## src/rtl/aim_angle_from_offset_core_macros.svh

```systemverilog
// ---------------------------------------------------------------------------
// Assertion macros for the aim angle core.
// Each macro builds one labelled concurrent assertion on the rising clock,
// switched off while the active-low reset is asserted.
// ---------------------------------------------------------------------------
`ifndef AIM_ANGLE_FROM_OFFSET_CORE_MACROS_SVH
`define AIM_ANGLE_FROM_OFFSET_CORE_MACROS_SVH

// Same-cycle implication.
`define AAFO_ASSERT_IMP(label, clk, rst_n, ante, cons, msg) \
    label: assert property (@(posedge clk) disable iff (!rst_n) (ante) |-> (cons)) \
        else $error(msg);

// Next-cycle implication.
`define AAFO_ASSERT_NXT(label, clk, rst_n, ante, cons, msg) \
    label: assert property (@(posedge clk) disable iff (!rst_n) (ante) |=> (cons)) \
        else $error(msg);

`endif

```

## src/rtl/aafo_pkg.sv

```systemverilog
// ---------------------------------------------------------------------------
// aafo_pkg
// Shared constants, types and tables for the aim angle core.
// ---------------------------------------------------------------------------
`default_nettype none

package aafo_pkg;

    // Defaults for the top-level parameters.
    localparam int COORD_WIDTH_DEF     = 16;
    localparam int ANGLE_FRAC_BITS_DEF = 12;
    localparam int CORDIC_STAGES_DEF   = 14;

    // Fixed field widths.
    localparam int RADIUS_W = 15;
    localparam int ANGLE_W  = 16;

    // Angle accumulator is Q30; the CORDIC normalises the larger input to bit 40.
    localparam int ACC_FRAC    = 30;
    localparam int NORM_MSB    = 40;
    localparam int CORDIC_IN_W = 34;
    localparam int XY_W        = 45;
    localparam int Z_W         = 33;
    localparam int ANG_W       = 35;
    localparam int TABLE_LEN   = 24;

    // Sqrt radicand: even left shift of at most 32, aiming at top bit 61 or 62.
    localparam int SQRT_RAD_W   = 64;
    localparam int SQRT_TOP_BIT = 61;
    localparam int SQRT_MAX_K   = 32;
    localparam int YK_W         = RADIUS_W + SQRT_MAX_K / 2;

    localparam int QUEUE_DEPTH = 2;

    localparam logic signed [ANG_W-1:0] HALF_PI_Q30 = 35'sd1686629713;
    localparam logic signed [ANG_W-1:0] PI_Q30      = 35'sd3373259426;

    // atan(2^-i) in Q30, truncated.
    localparam logic [30:0] ATAN_TABLE [TABLE_LEN] = '{
        31'h3243F6A8, 31'h1DAC6705, 31'h0FADBAFC, 31'h07F56EA6, 31'h03FEAB76,
        31'h01FFD55B, 31'h00FFFAAA, 31'h007FFF55, 31'h003FFFEA, 31'h001FFFFD,
        31'h000FFFFF, 31'h0007FFFF, 31'h0003FFFF, 31'h0001FFFF, 31'h0000FFFF,
        31'h00007FFF, 31'h00003FFF, 31'h00001FFF, 31'h00000FFF, 31'h000007FF,
        31'h000003FF, 31'h000001FF, 31'h000000FF, 31'h0000007F
    };

    // Classification of one direction, carried alongside the arithmetic.
    typedef struct packed {
        logic dx_zero;
        logic dx_neg;
        logic dy_pos;
        logic mirror;
    } aafo_cls_t;

    // Index of the highest set bit; zero for a zero word.
    function automatic logic [6:0] msb_index(input logic [63:0] v);
        logic [6:0] idx;
        idx = '0;
        for (int i = 0; i < 64; i++)
        begin
            if (v[i])
            begin
                idx = 7'(i);
            end
        end
        return idx;
    endfunction

    function automatic logic signed [Z_W-1:0] atan_entry(input int idx);
        return $signed({2'b00, ATAN_TABLE[idx]});
    endfunction

endpackage

`default_nettype wire

```

## src/rtl/aafo_sqrt.sv

```systemverilog
// ---------------------------------------------------------------------------
// aafo_sqrt
// Pipelined restoring integer square root, one root bit per stage.
// ---------------------------------------------------------------------------
`default_nettype none

module aafo_sqrt #(
    parameter int RAD_W = aafo_pkg::SQRT_RAD_W,
    parameter int TAG_W = 1
) (
    input  logic                 clk,
    input  logic                 rst_n,
    input  logic                 en,
    input  logic                 in_valid,
    input  logic [RAD_W-1:0]     in_rad,
    input  logic [TAG_W-1:0]     in_tag,
    output logic                 out_valid,
    output logic [RAD_W/2-1:0]   out_root,
    output logic [TAG_W-1:0]     out_tag
);
    import aafo_pkg::*;

    localparam int ROOT_W = RAD_W / 2;
    localparam int REM_W  = ROOT_W + 3;

    logic              v_reg    [ROOT_W+1];
    logic [RAD_W-1:0]  rad_reg  [ROOT_W+1];
    logic [REM_W-1:0]  rem_reg  [ROOT_W+1];
    logic [ROOT_W-1:0] root_reg [ROOT_W+1];
    logic [TAG_W-1:0]  tag_reg  [ROOT_W+1];

    always_ff @(posedge clk or negedge rst_n)
    begin
        if (!rst_n)
        begin
            v_reg[0] <= 1'b0;
        end
        else if (en)
        begin
            v_reg[0] <= in_valid;
        end
    end

    always_ff @(posedge clk)
    begin
        if (en)
        begin
            rad_reg[0]  <= in_rad;
            rem_reg[0]  <= '0;
            root_reg[0] <= '0;
            tag_reg[0]  <= in_tag;
        end
    end

    for (genvar i = 0; i < ROOT_W; i++)
    begin : g_stage
        logic [REM_W-1:0] rem_in, trial;

        assign rem_in = {rem_reg[i][REM_W-3:0], rad_reg[i][RAD_W-1 -: 2]};
        assign trial  = REM_W'({root_reg[i], 2'b01});

        always_ff @(posedge clk or negedge rst_n)
        begin
            if (!rst_n)
            begin
                v_reg[i+1] <= 1'b0;
            end
            else if (en)
            begin
                v_reg[i+1] <= v_reg[i];
            end
        end

        always_ff @(posedge clk)
        begin
            if (en)
            begin
                rad_reg[i+1] <= {rad_reg[i][RAD_W-3:0], 2'b00};
                tag_reg[i+1] <= tag_reg[i];
                if (rem_in >= trial)
                begin
                    rem_reg[i+1]  <= rem_in - trial;
                    root_reg[i+1] <= {root_reg[i][ROOT_W-2:0], 1'b1};
                end
                else
                begin
                    rem_reg[i+1]  <= rem_in;
                    root_reg[i+1] <= {root_reg[i][ROOT_W-2:0], 1'b0};
                end
            end
        end
    end

    assign out_valid = v_reg[ROOT_W];
    assign out_root  = root_reg[ROOT_W];
    assign out_tag   = tag_reg[ROOT_W];

endmodule

`default_nettype wire

```

## config.mk

```make
export PLATFORM = sky130hd
export DESIGN_NAME = aafo_sqrt
export DESIGN_NICKNAME = d
export VERILOG_FILES = /design/src/rtl/aim_angle_from_offset_core_macros.svh /design/src/rtl/aafo_pkg.sv /design/src/rtl/aafo_sqrt.sv
export SDC_FILE = /design/constraint.sdc
export NUM_CORES = 2
export LEC_CHECK = 0
export BUFFER_PORTS_ARGS = -buffer_cell sky130_fd_sc_hd__buf_2
export CORE_UTILIZATION = 54
export CTS_BUF_LIST = sky130_fd_sc_hd__clkbuf_4
export DETAILED_ROUTE_END_ITERATION = 7
export HOLD_SLACK_MARGIN = 0.05
export PLACE_DENSITY_LB_ADDON = 0.25
export SETUP_SLACK_MARGIN = 0.15
export SYNTH_ARGS = -nofsm -noshare
export SYNTH_HDL_FRONTEND = slang
export SYNTH_MEMORY_MAX_BITS = 65536
export SYNTH_SLANG_ARGS = --single-unit
```

## constraint.sdc

```tcl
create_clock -name clk -period 4.3 [get_ports clk]
set_input_delay 0.645 -clock clk [delete_from_list [all_inputs] [get_ports clk]]
set_output_delay 0.645 -clock clk [all_outputs]
set_load 0.03 [all_outputs]
```

[Word level (Yosys, flattened, before mapping)]
Memory sizes are Yosys's and may differ from the RTL's.
Cells that the tools add are included.
Operators by class
  $add $sub $neg: 32
  muxes and demuxes: 258
  bitwise gates (word level): 64
  $lt $le $gt $ge: 32
Operator list (number)
  35-bit by 34-bit greater-or-equal comparator with 1-bit output: 32
  35-bit two-way mux: 32
  35-bit by 34-bit subtractor with 35-bit output: 32
  32-bit two-way mux: 32
  1-bit two-way mux: 194
  1-bit OR: 64
Storage, ports and cells
  register bits: 33
  bits of input ports: 69
  output and inout bits: 34
  memories kept: 4
  logic and storage cells: 423
  bits in writable memories: 4356
Memories
  rad_reg: words 33, bits a word 64, read ports 32, clocked after Yosys merged registers in 0, write ports 33, line aafo_sqrt.sv:27  | logic [RAD_W-1:0] rad_reg [ROOT_W+1];
  rem_reg: words 33, bits a word 35, read ports 32, clocked after Yosys merged registers in 0, write ports 33, line aafo_sqrt.sv:28  | logic [REM_W-1:0] rem_reg [ROOT_W+1];
  root_reg: words 33, bits a word 32, read ports 33, clocked after Yosys merged registers in 0, write ports 33, line aafo_sqrt.sv:29  | logic [ROOT_W-1:0] root_reg [ROOT_W+1];
  tag_reg: words 33, bits a word 1, read ports 33, clocked after Yosys merged registers in 0, write ports 33, line aafo_sqrt.sv:30  | logic [TAG_W-1:0] tag_reg [ROOT_W+1];

[Depth between registers and ports, before layout]
An unclocked memory read counts as a cell.
  depth after elaboration: 6
  mapped depth: 14
  gate-level depth less buffers: 12

[Worst setup path after synthesis]
No wires, ideal clock.
  path type: in2reg
  start point: input port en
  end point: memory rem_reg[31][0] (netlist name), enable pin
  path slack: 677 ps
  buffers on the path: 4
  library setup time: 444 ps
  data required time: 3856 ps
  stages: 4
  arrival time: 3179 ps
  path through: clkbuf_1 clkbuf_1 clkbuf_1 clkbuf_1
RTL lines
  from (decl): line aafo_sqrt.sv:13  | input logic en,
  to (decl): line aafo_sqrt.sv:28

==> reports/results.ini <==
[layout]
areaGrowthSynthToFinish_pct = 11.7
nFillCells = 17774
largest_reg_flops = 1056
fin_cells = 13553
drive_gt1_share_pct = 13.5
fin_nets = 10733
post-route-util_pct = 60.7

[placed_design]
port_buffers = 102
routabilityCongestion = 0.892
hpwl_um = 178000
place_inst = 12259

[clock_network]
clock-sinks = 2624
numCtsBuffers = 679
post_cts_buffers = 0
cts_tree = yes
ctsHtreeMaxLevel = 6
cts.path.max_buffers = 4
clock-root-buffer = clkbuf_4
clk_pin_slew_ps = 70
clk_latency_ps = 1400

[sta]
relSlewSlack_pct = 29.8
rsz0062_at_grt = false
finalSetupTns_ps = 0
period_share_pct = 91.7
fmax_mhz = 254
setup_viol = 0
tightest_slew_ps = 1050
hold_violations = 0
period_minus_slack_ps = 3940
fin_skew_ps = 133
slew_violations = 0

[die]
dieArea_um2 = 226000
core-area_um2 = 223000
initial_core_util_pct = 54.4
die_h_um = 475
die_x_um = 475
io_pins = 103
row_count = 173

[critical_path]
rr_endpoint = rem_reg[26][28]
reg2reg_from = root_reg[25][6]
critPathMaxFanout = 6
crit_type = flop to flop
rr_worst_depth = 11
crit_required_ps = 5350
worstSetupStartpointType = flop
worst-r2r-setup-slack_ps = 360
critPathCaptureType = flop
cp_data_arrival_time_ps = 4990

[run]
drv_cap = 0

[global_routing]
grt_pass1_wl_um = 400000
grt_max_degree = 197
gr-total-overflow = 0
antenna_found_initial = 4
first_global_vias = 74990
grtUsageTotal_pct = 22.4

[synth]
syn_area_um2 = 121000
synth_cell_types = 93
synth_commonest_cells = 2590 x edfxtp_1, 722 x inv_1, 657 x nand2_1, 562 x ha_1, 542 x o21ai_0
syn_nets = 9910
synthArstFlopShare_pct = 1.26
ys_ff_latch = 2624
netlist.area_leader.share_pct = 64.3
yosysMostFrequentCell = edfxtp_1
yosysTopAreaCell = edfxtp_1
synthTopCellsByArea = edfxtp_1 64%, ha_1 5.8%, xor2_1 3.0%
seq_area_frac_synth_pct = 65.0
netlist_instances = 9279
ys_warn_count = 0
synth-edff-count = 2590
ys.flop_type = edfxtp_1
postSynthAreaPerCell_um2 = 13.0

[power]
peakVddDrop_mv = 0.301
p_per_area_nw_per_um2 = 506
leakage_nw = 52.5

[route]
dr_total_vias = 75038
vias_per_cell = 5.54
drt_iter0_drc = 5488
post_drt_wl_per_cell_um = 18.7
drc = 0
ant_nets = 0
routed_wl_um = 253000
firstDrtPassIters = 6

[min_path]
hp-class = primary input to asynchronous set/reset pin

[outcome]
run_status = finished clean

-- how the worst max path moves through the flow --
stage                     cells past startpoint         endpoint             from
after floorplan                               4   rem_reg[31][0]               en
after global placement                       11  rem_reg[31][32]   rem_reg[30][0]
after detailed placement                     11  rem_reg[31][32]   rem_reg[30][0]
after CTS                                    11  rem_reg[31][32]   rem_reg[30][0]
after global routing                         11  rem_reg[31][32]   rem_reg[30][0]
final                                        11  rem_reg[26][28]  root_reg[25][6]
-- metrics by stage --
| stage | area, um2 | setup WS [ps] | power [W] | hold slack, ps |
|---|---|---|---|---|
| detailed placement | 125000 | 254 | 0.0481 | 405 |
| global placement | 125000 | 339 | 0.0479 | 400 |
| global route | 135000 | 129 | 0.0723 | 179 |
| floorplan | 121000 | 677 | 0.0438 | 349 |
| CTS | 135000 | 274 | 0.0692 | 131 |
| finish | 135000 | 358 | 0.0684 | 325 |
-- critical path, cell delays in order (launching register included) --
cell and delay, ps:
edfxtp_1 410, inv_1 60, ha_1 360, a21o_1 240
or4b_2 610, o221ai_1 340, a21oi_1 170, a21bo_2 300
a41o_1 280, a221oi_1 590, nand2_1 150, xnor2_1 160
-- area by class of cell --
cell class | instances | area (um2) | share of cell area, %
clock buffers | 947 | 7110 | 5.26
diodes | 9 | 22.5 | 0.0167
repair buffers | 348 | 2880 | 2.13
multi-input cells | 5721 | 38900 | 28.8
clock inverters | 201 | 1140 | 0.842
flip-flops and latches | 2624 | 78600 | 58.2
inverters | 728 | 2730 | 2.02
well taps | 2975 | 3720 | 2.76
-- cell families (layout without fill, tap and decap cells) --
kind of cell | after synthesis | in the layout | share of synthesized area [%]
muxes | 100 | 100 | 0.919
other | 0 | 9 | 0
adders and majority gates | 562 | 562 | 5.81
AOI/OAI and AO/OA | 1810 | 1810 | 9.28
and+or+nand+nor | 2440 | 2440 | 10.2
buffers and inverters | 934 | 2224 | 2.92
xor gates and xnor gates | 809 | 809 | 5.86
DFF | 2624 | 2624 | 65.0
-- cells in the final DEF (no fill, tap or decap), types with 107 or more instances in the layout --
cell type	synthesis	layout
ha_1	562	562
nor2_1	494	492
clkinv_1	4	134
a21o_1	223	223
nor3_1	232	231
edfxtp_1	2590	2590
dlygate4sd3_1	0	136
a21oi_1	502	502
inv_1	722	722
nand2_1	657	657
xor2_1	419	419
or3_1	109	109
nor4_1	134	134
clkbuf_4	0	947
o21ai_0	542	542
nand2b_1	107	107
xnor2_1	390	390
nand3_1	153	153
-- timing repair --
| action | 4_1_cts | 5_1_grt |
|---|---|---|
| setup endpoints to repair | 0 | 24 |
| resized for setup | 0 | 4 |
| hold endpoints to repair | 499 | 0 |
| hold buffers | 137 | 0 |
-- metal layers --
| metal | up-vias | part of all wire (%) | global-route usage, % |
|---|---|---|---|
| met5 | - | 0 | 0 |
| met2 | 1966 | 50 | 38.1 |
| li1 | 36457 | - | - |
| met4 | 0 | 3.2 | 9.01 |
| met3 | 565 | 4.7 | 3.97 |
| met1 | 36050 | 42 | 28.4 |
-- where the power goes --
| part | internal (W) | switching, W |
|---|---|---|
| combinational | 0.00571 | 0.00790 |
| sequential | 0.0321 | 0.00205 |
| clock | 0.0107 | 0.00988 |
| total | 0.0485 | 0.0198 |
Note: power is estimated with default switching activity, not from simulation.
