File: src/rtl/aim_angle_from_offset_core_macros.svh
// ---------------------------------------------------------------------------
// Assertion macros for the aim angle core.
// Each macro builds one labelled concurrent assertion on the rising clock,
// switched off while the active-low reset is asserted.
// ---------------------------------------------------------------------------
`ifndef AIM_ANGLE_FROM_OFFSET_CORE_MACROS_SVH
`define AIM_ANGLE_FROM_OFFSET_CORE_MACROS_SVH

// Same-cycle implication.
`define AAFO_ASSERT_IMP(label, clk, rst_n, ante, cons, msg) \
    label: assert property (@(posedge clk) disable iff (!rst_n) (ante) |-> (cons)) \
        else $error(msg);

// Next-cycle implication.
`define AAFO_ASSERT_NXT(label, clk, rst_n, ante, cons, msg) \
    label: assert property (@(posedge clk) disable iff (!rst_n) (ante) |=> (cons)) \
        else $error(msg);

`endif

File: src/rtl/aafo_pkg.sv
// ---------------------------------------------------------------------------
// aafo_pkg
// Shared constants, types and tables for the aim angle core.
// ---------------------------------------------------------------------------
`default_nettype none

package aafo_pkg;

    // Defaults for the top-level parameters.
    localparam int COORD_WIDTH_DEF     = 16;
    localparam int ANGLE_FRAC_BITS_DEF = 12;
    localparam int CORDIC_STAGES_DEF   = 14;

    // Fixed field widths.
    localparam int RADIUS_W = 15;
    localparam int ANGLE_W  = 16;

    // Angle accumulator is Q30; the CORDIC normalises the larger input to bit 40.
    localparam int ACC_FRAC    = 30;
    localparam int NORM_MSB    = 40;
    localparam int CORDIC_IN_W = 34;
    localparam int XY_W        = 45;
    localparam int Z_W         = 33;
    localparam int ANG_W       = 35;
    localparam int TABLE_LEN   = 24;

    // Sqrt radicand: even left shift of at most 32, aiming at top bit 61 or 62.
    localparam int SQRT_RAD_W   = 64;
    localparam int SQRT_TOP_BIT = 61;
    localparam int SQRT_MAX_K   = 32;
    localparam int YK_W         = RADIUS_W + SQRT_MAX_K / 2;

    localparam int QUEUE_DEPTH = 2;

    localparam logic signed [ANG_W-1:0] HALF_PI_Q30 = 35'sd1686629713;
    localparam logic signed [ANG_W-1:0] PI_Q30      = 35'sd3373259426;

    // atan(2^-i) in Q30, truncated.
    localparam logic [30:0] ATAN_TABLE [TABLE_LEN] = '{
        31'h3243F6A8, 31'h1DAC6705, 31'h0FADBAFC, 31'h07F56EA6, 31'h03FEAB76,
        31'h01FFD55B, 31'h00FFFAAA, 31'h007FFF55, 31'h003FFFEA, 31'h001FFFFD,
        31'h000FFFFF, 31'h0007FFFF, 31'h0003FFFF, 31'h0001FFFF, 31'h0000FFFF,
        31'h00007FFF, 31'h00003FFF, 31'h00001FFF, 31'h00000FFF, 31'h000007FF,
        31'h000003FF, 31'h000001FF, 31'h000000FF, 31'h0000007F
    };

    // Classification of one direction, carried alongside the arithmetic.
    typedef struct packed {
        logic dx_zero;
        logic dx_neg;
        logic dy_pos;
        logic mirror;
    } aafo_cls_t;

    // Index of the highest set bit; zero for a zero word.
    function automatic logic [6:0] msb_index(input logic [63:0] v);
        logic [6:0] idx;
        idx = '0;
        for (int i = 0; i < 64; i++)
        begin
            if (v[i])
            begin
                idx = 7'(i);
            end
        end
        return idx;
    endfunction

    function automatic logic signed [Z_W-1:0] atan_entry(input int idx);
        return $signed({2'b00, ATAN_TABLE[idx]});
    endfunction

endpackage

`default_nettype wire

File: src/rtl/aafo_queue.sv
// ---------------------------------------------------------------------------
// aafo_queue
// Short first-in first-out queue between the classifier and the arithmetic.
// ---------------------------------------------------------------------------
`default_nettype none
`include "aim_angle_from_offset_core_macros.svh"

module aafo_queue #(
    parameter int DATA_W = 8,
    parameter int DEPTH  = aafo_pkg::QUEUE_DEPTH
) (
    input  logic              clk,
    input  logic              rst_n,
    input  logic              push,
    input  logic [DATA_W-1:0] push_data,
    output logic              full,
    input  logic              pop,
    output logic              not_empty,
    output logic [DATA_W-1:0] pop_data
);
    import aafo_pkg::*;

    localparam int PTR_W = (DEPTH > 1) ? $clog2(DEPTH) : 1;
    localparam int CNT_W = $clog2(DEPTH + 1);

    logic [DATA_W-1:0] entry_reg [DEPTH];
    logic [PTR_W-1:0]  wr_ptr_reg, wr_ptr_next;
    logic [PTR_W-1:0]  rd_ptr_reg, rd_ptr_next;
    logic [CNT_W-1:0]  count_reg, count_next;

    assign full      = (count_reg == CNT_W'(DEPTH));
    assign not_empty = (count_reg != '0);
    assign pop_data  = entry_reg[rd_ptr_reg];

    always_comb
    begin
        wr_ptr_next = wr_ptr_reg;
        rd_ptr_next = rd_ptr_reg;
        count_next  = count_reg;
        if (push)
        begin
            wr_ptr_next = (wr_ptr_reg == PTR_W'(DEPTH - 1)) ? '0 : wr_ptr_reg + 1'b1;
        end
        if (pop)
        begin
            rd_ptr_next = (rd_ptr_reg == PTR_W'(DEPTH - 1)) ? '0 : rd_ptr_reg + 1'b1;
        end
        if (push && !pop)
        begin
            count_next = count_reg + 1'b1;
        end
        else if (pop && !push)
        begin
            count_next = count_reg - 1'b1;
        end
    end

    always_ff @(posedge clk or negedge rst_n)
    begin
        if (!rst_n)
        begin
            wr_ptr_reg <= '0;
            rd_ptr_reg <= '0;
            count_reg  <= '0;
        end
        else
        begin
            wr_ptr_reg <= wr_ptr_next;
            rd_ptr_reg <= rd_ptr_next;
            count_reg  <= count_next;
        end
    end

    always_ff @(posedge clk)
    begin
        if (push)
        begin
            entry_reg[wr_ptr_reg] <= push_data;
        end
    end

    `AAFO_ASSERT_IMP(a_count_bound, clk, rst_n, 1'b1, count_reg <= CNT_W'(DEPTH), "queue count beyond depth")
    `AAFO_ASSERT_IMP(a_pop_nonempty, clk, rst_n, pop, count_reg != '0, "queue popped while empty")
    `AAFO_ASSERT_NXT(a_push_visible, clk, rst_n, push, count_reg != '0, "pushed entry not held")

endmodule

`default_nettype wire

File: src/rtl/aafo_front.sv
// ---------------------------------------------------------------------------
// aafo_front
// Accepts directions, takes magnitudes and classifies the quadrant, then
// queues the result for the arithmetic pipeline.
// ---------------------------------------------------------------------------
`default_nettype none

module aafo_front #(
    parameter int COORD_WIDTH = aafo_pkg::COORD_WIDTH_DEF
) (
    input  logic                                clk,
    input  logic                                rst_n,
    input  logic                                in_valid,
    output logic                                in_ready,
    input  logic signed [COORD_WIDTH-1:0]       dir_x,
    input  logic signed [COORD_WIDTH-1:0]       dir_y,
    input  logic [aafo_pkg::RADIUS_W-1:0]       aim_radius,
    input  logic                                mirror,
    input  logic                                pop,
    output logic                                out_valid,
    output logic [COORD_WIDTH-1:0]              out_ux,
    output logic [COORD_WIDTH-1:0]              out_uy,
    output logic signed [COORD_WIDTH:0]         out_cy,
    output logic [aafo_pkg::RADIUS_W-1:0]       out_radius,
    output aafo_pkg::aafo_cls_t                 out_cls
);
    import aafo_pkg::*;

    localparam int CLS_W  = $bits(aafo_cls_t);
    localparam int DATA_W = 3 * COORD_WIDTH + 1 + RADIUS_W + CLS_W;

    logic [COORD_WIDTH-1:0]      ux, uy;
    logic signed [COORD_WIDTH:0] cy, dy_ext;
    aafo_cls_t                   cls;
    logic                        full;
    logic [DATA_W-1:0]           wr_data, rd_data;

    always_comb
    begin
        ux = dir_x[COORD_WIDTH-1] ? (~dir_x + 1'b1) : dir_x;
        uy = dir_y[COORD_WIDTH-1] ? (~dir_y + 1'b1) : dir_y;
        cls.dx_zero = (dir_x == '0);
        cls.dx_neg  = dir_x[COORD_WIDTH-1];
        cls.dy_pos  = !dir_y[COORD_WIDTH-1] && (dir_y != '0);
        cls.mirror  = mirror;
        // Vectoring y input: -dy for a rightward direction, dy otherwise.
        dy_ext = (COORD_WIDTH + 1)'(dir_y);
        cy = (!cls.dx_neg && !cls.dx_zero) ? -dy_ext : dy_ext;
    end

    assign wr_data  = {cls, aim_radius, cy, uy, ux};
    assign in_ready = !full;

    aafo_queue #(
        .DATA_W (DATA_W),
        .DEPTH  (QUEUE_DEPTH)
    ) u_queue (
        .clk       (clk),
        .rst_n     (rst_n),
        .push      (in_valid && !full),
        .push_data (wr_data),
        .full      (full),
        .pop       (pop),
        .not_empty (out_valid),
        .pop_data  (rd_data)
    );

    assign out_ux     = rd_data[COORD_WIDTH-1:0];
    assign out_uy     = rd_data[2*COORD_WIDTH-1:COORD_WIDTH];
    assign out_cy     = $signed(rd_data[3*COORD_WIDTH:2*COORD_WIDTH]);
    assign out_radius = rd_data[3*COORD_WIDTH+RADIUS_W:3*COORD_WIDTH+1];
    assign out_cls    = aafo_cls_t'(rd_data[DATA_W-1:DATA_W-CLS_W]);

endmodule

`default_nettype wire

File: config.mk
export PLATFORM = sky130hd
export DESIGN_NAME = aafo_front
export DESIGN_NICKNAME = d
export VERILOG_FILES = /design/src/rtl/aafo_pkg.sv /design/src/rtl/aafo_queue.sv /design/src/rtl/aafo_front.sv
export VERILOG_INCLUDE_DIRS = /design/src /design/src/rtl
export SDC_FILE = /design/constraint.sdc
export NUM_CORES = 1
export LEC_CHECK = 0
export ABC_AREA = 1
export ABC_CLOCK_PERIOD_IN_PS = 5600
export BUFFER_PORTS_ARGS = -buffer_cell sky130_fd_sc_hd__buf_4
export CAP_MARGIN = 20
export CORE_ASPECT_RATIO = 0.9
export CORE_MARGIN = 1
export CORE_UTILIZATION = 45
export CTS_CLUSTER_DIAMETER = 60
export CTS_CLUSTER_SIZE = 14
export DETAILED_ROUTE_END_ITERATION = 8
export PLACE_DENSITY_LB_ADDON = 0.2
export SYNTH_ARGS = -nofsm -noshare
export SYNTH_HDL_FRONTEND = slang
export SYNTH_SLANG_ARGS = --single-unit
File: constraint.sdc
create_clock -name clk -period 5.6 [get_ports clk]
set_clock_uncertainty 0.05 [all_clocks]
set_input_delay 0.84 -clock clk [delete_from_list [all_inputs] [get_ports clk]]
set_output_delay 0.84 -clock clk [all_outputs]
set_load 0.005 [all_outputs]
======== After elaboration in Yosys (flattened, before gate mapping) ========
Memory sizes are Yosys's and may differ from the RTL's.
Index checks and enable logic that the tools add are counted.
operators by class
  shift-type cells ........................ 0
  reductions and logical operators ........ 15
  $mul .................................... 0
  muxes and demuxes ....................... 9
  $lt $le $gt $ge ......................... 0
  bitwise gates (word level) .............. 2
  add/sub/neg operators ................... 7
  div/mod/pow operators ................... 0
  equal/unequal tests ..................... 1
operators by type and width
  cell                                              number
  adder 16 x 1 -> 16 bit, second input constant     2
  2-to-1 mux 16 bit                                 2
  inverter 16 bit                                   2
  2-to-1 mux 17 bit                                 1
  negator 16 -> 17 bit                              1
  logical NOT 16 bit                                1
  nonzero test 16 bit                               1
  logical NOT 1 bit                                 6
  logical AND 1 bit                                 5
  2-to-1 mux 1 bit                                  4
  2-to-1 mux 2 bit                                  2
  nonzero test 2 bit                                2
  adder 1 bit, second input constant                2
  adder 2 x 1 -> 2 bit, second input constant       1
  == test 2 bit, second input constant              1
  subtractor 2 x 1 -> 2 bit, second input constant  1
word-level totals
  memories ................................ 1
  ROM bits ................................ 0
  RAM bits ................................ 136
  word-level logic and storage cells ...... 38
  latch bits .............................. 0
  input bits .............................. 52
  register bits ........................... 4
memory list
  name               words  width  read ports  clocked after memory_dff  write ports  line              source
  u_queue.entry_reg  2      68     1           0                         1            aafo_queue.sv:26  logic [DATA_W-1:0] entry_reg [DEPTH];

======== Depth between registers and ports, before layout ========
  depth after elaboration ................. 7
  depth in mapped cells ................... 9
  mapped depth without buffers ............ 9

======== Modules after synthesis ========
A second synthesis with hierarchy kept.
unflattened totals
  cells, all modules ...................... 508
  area total of the unflattened synthesis .. 6404.9 sq um
modules (own cells, without submodules)
  module      cells each  instances  area an instance (sq um)
  aafo_queue  237         1          5156.2
  aafo_front  271         1          1248.7

======== Worst setup path before layout ========
OpenSTA, ideal clock, no wires.
  path kind ............................... input to register
  start point ............................. in in_valid
  end point ............................... mem u_queue.entry_reg[1][0] in the netlist's numbering, enable pin
  library setup time ...................... 0.494 ns
  path slack .............................. 1.309 ns
  path buffers ............................ 0
  arrival ................................. 3.748 ns
  cell stages on the path ................. 2
  path through ............................ nand2_1 -> nor2_1
on the way
  longest elaborated chain between the ends .. 3
RTL lines
  what                                    line              source
  from (decl)                             aafo_front.sv:13  input logic in_valid,
  logical AND 1 bit                       aafo_front.sv:60  .push (in_valid && !full),
  2-to-1 mux 1 bit                        aafo_queue.sv:76  if (push)
  2-to-1 mux 1 bit (implied by the code)  aafo_queue.sv:78  entry_reg[wr_ptr_reg] <= push_data;
  to (decl)                               aafo_queue.sv:26
No other way between the ends.

======== Final worst setup path ========
  start point ............................. reg u_queue.rd_ptr_reg
  end point ............................... out out_radius[13] in the netlist's numbering
on the way
  longest elaborated chain between the ends .. 1
RTL lines
  what                    line              source
  from (decl)             aafo_queue.sv:28  logic [PTR_W-1:0] rd_ptr_reg, rd_ptr_next;
  from (signal assigned)  aafo_queue.sv:69  rd_ptr_reg <= rd_ptr_next;
  memory (2 x 68 bit)     n/a
  to (decl)               aafo_front.sv:24  output logic [aafo_pkg::RADIUS_W-1:0] out_radius,
No other way between the ends.

==> impl_metrics.json <==
{
  "status": "complete, no violations",
  "slew_headroom": 0.4443,
  "avgSynthCellArea_um2": 12.55,
  "largest_reg_flops": 134,
  "clock_latency_ns": 0.41,
  "layout_commonest_cell": "nand2_1",
  "cts_buffer_depth": 2,
  "design_area_mm2": 0.007954,
  "maxCapViolations": 0,
  "grt_pass1_wl_um": 20440,
  "drt-initial-drc-count": 232,
  "dieArea_mm2": 0.01436,
  "cp_cell_sequence": "buf_4, mux2_2, buf_4",
  "clock.fmax_mhz": 304.7,
  "clkSlewWorstSetupHoldPaths_ns": 0.05,
  "grt_max_degree": 41,
  "grtUsageTotal": 0.1909,
  "synth_seq_cells": 138,
  "max-vdd-ir-drop_uv": 232.5,
  "path_max_fanout": 38,
  "synthCells": 498,
  "layout-drive-gt1-share": 0.3651,
  "reg2reg_from": "u_queue.count_reg[0]$_DFFE_PN0P_",
  "initial_core_util": 0.4641,
  "rsz0062_at_grt": "no",
  "root_buffer": "clkbuf_16",
  "gr-total-overflow": 0,
  "final_cell_mix": "nand2_1 (136), edfxtp_1 (134), buf_4 (124)",
  "start_kind": "flop",
  "wirelength_um": 13000,
  "postRouteAntennaNets": 0,
  "grt_antenna_before_repair": 0,
  "placed_area_mm2": 0.007307,
  "cpPeakStageDelay_ns": 0.84,
  "area.growth.synth_to_final_pct": 27.29,
  "grt_pass1_vias": 3947,
  "yosysUniqueCellTypes": 30,
  "die_w_um": 126.2,
  "syn-cell-area_mm2": 0.006248,
  "cts_setup_buffers": 0,
  "critPathTopFamily": "flip-flops",
  "required_ns": 4.71,
  "cts_resized": 0,
  "holdBufCountCts": 0,
  "syn-num-nets": 555,
  "std_cell_rows": 40,
  "ys.warnings.count": 0,
  "r2r_cells": 6,
  "die_h_um": 113.8,
  "ys.flop_type": "edfxtp_1",
  "final-hold-violation-count": 0,
  "hp-class": "in2async",
  "vias_per_cell": 4.984,
  "endpoint_kind": "primary output",
  "async_flop_share": 0.02899,
  "crit_buf_inv": 2,
  "startpoint": "u_queue.rd_ptr_reg$_DFFE_PN0P_",
  "cts.sinks": 138,
  "ys_seq_area_frac": 0.6600,
  "ios": 122,
  "path_class": "reg2out",
  "leakagePower_nw": 3.215,
  "final.setup.tns_ns": 0,
  "tightest_slew_ns": 0.8336,
  "fillers": 1097,
  "synth-edff-count": 134,
  "dr.pass1.iters": 4,
  "nets": 685,
  "gp_congestion": 0.7888,
  "setup_violations": 0,
  "r2r_end": "u_queue.entry_reg[0][12]$_DFFE_PP_",
  "routedWlPerCell_um": 16.07,
  "power_density_mw_per_mm2": 469.5,
  "vias": 4032,
  "place_hpwl_um": 8618,
  "slowest_stage": "dfrtp_2",
  "coreArea_mm2": 0.01346,
  "cp.arrival_ns": 2.39,
  "portBuffers": 121,
  "regToRegSetupSlack_ns": 3.61,
  "drcViolationCount": 0,
  "cp_common_cell": "buf_4",
  "period_share": 0.5860,
  "cts_buffers": 17,
  "cts_tree": "built",
  "ctsHtreeMaxLevel": 4,
  "slew_viol_final": 0,
  "n_antenna_cell": 0,
  "min_period_ns": 3.282
}
==> cells by family after synthesis <==
logic type | after synthesis | share of synthesized area
AO/OA/AOI/OAI | 23 | 0.02043
XOR/XNOR | 13 | 0.01822
adder cells (fa/ha/maj) | 5 | 0.01001
buffers and inverters | 52 | 0.03885
flip-flops | 138 | 0.6600
multiplexers | 67 | 0.1207
AND/OR/NAND/NOR | 200 | 0.1318
==> how the worst max path moves through the flow <==
stage,endpoint,cells after the start
floorplan,u_queue.entry_reg[1][0]$_DFFE_PP_,2
global placement,u_queue.entry_reg[1][0]$_DFFE_PP_,4
detailed placement,u_queue.entry_reg[1][45]$_DFFE_PP_,4
CTS,out_radius[13],3
global route,out_radius[13],3
finish,out_radius[13],3
==> power by group <==
group	total, mW	internal, mW	switching, mW
Combinational	1.07	0.584	0.488
Clock	1.15	0.738	0.410
Sequential	1.51	1.42	0.0951
==> synth_stat cells (all sizes together), types with 2 or more instances <==
| library cell | count | area (um2) |
|---|---|---|
| o21ai | 19 | 98.85 |
| mux2 | 67 | 754.5 |
| edfxtp | 134 | 4024 |
| xnor2 | 7 | 61.31 |
| nor2 | 39 | 171.4 |
| nand3 | 19 | 100.1 |
| inv | 36 | 140.1 |
| nand2 | 139 | 534.3 |
| buf | 13 | 91.33 |
| dfrtp | 4 | 100.1 |
| a21oi | 2 | 13.76 |
| clkbuf | 2 | 7.510 |
| xor2 | 6 | 52.55 |
| ha | 5 | 62.56 |
==> per-layer routing <==
layer	global-route usage	routed length (um)	vias to the layer above
met1	0.2597	5956	1904
met3	0.05159	863	19
li1	-	-	1982
met2	0.2899	5960	127
met5	0	0	-
met4	0.08193	221	0
==> cell type report <==
class                   count  area, um2  area share
flip-flops and latches    138       4125      0.5186
clock inverters            14      177.7     0.02234
well taps                 168      210.2     0.02643
inverters                  37      143.9     0.01809
clock buffers              18      429.2     0.05396
repair buffers            126      970.9      0.1221
multi-input cells         308       1897      0.2385
==> per-stage QoR <==
| step | power [mW] | setup WS (ns) | util | cells | hold slack, ns |
|---|---|---|---|---|---|
| global route | 3.920 | 2.160 | 0.5908 | 809 | 0.1492 |
| finish | 3.735 | 2.318 | 0.5908 | 809 | 0.1621 |
| detailed placement | 2.606 | 2.617 | 0.5428 | 775 | 0.4208 |
| floorplan | 2.097 | 1.309 | - | 498 | 0.3958 |
| CTS | 3.769 | 2.250 | 0.5878 | 807 | 0.1432 |
| global placement | 2.584 | 2.657 | 0.5428 | 775 | 0.4096 |
(Power assumes the default switching activity.)
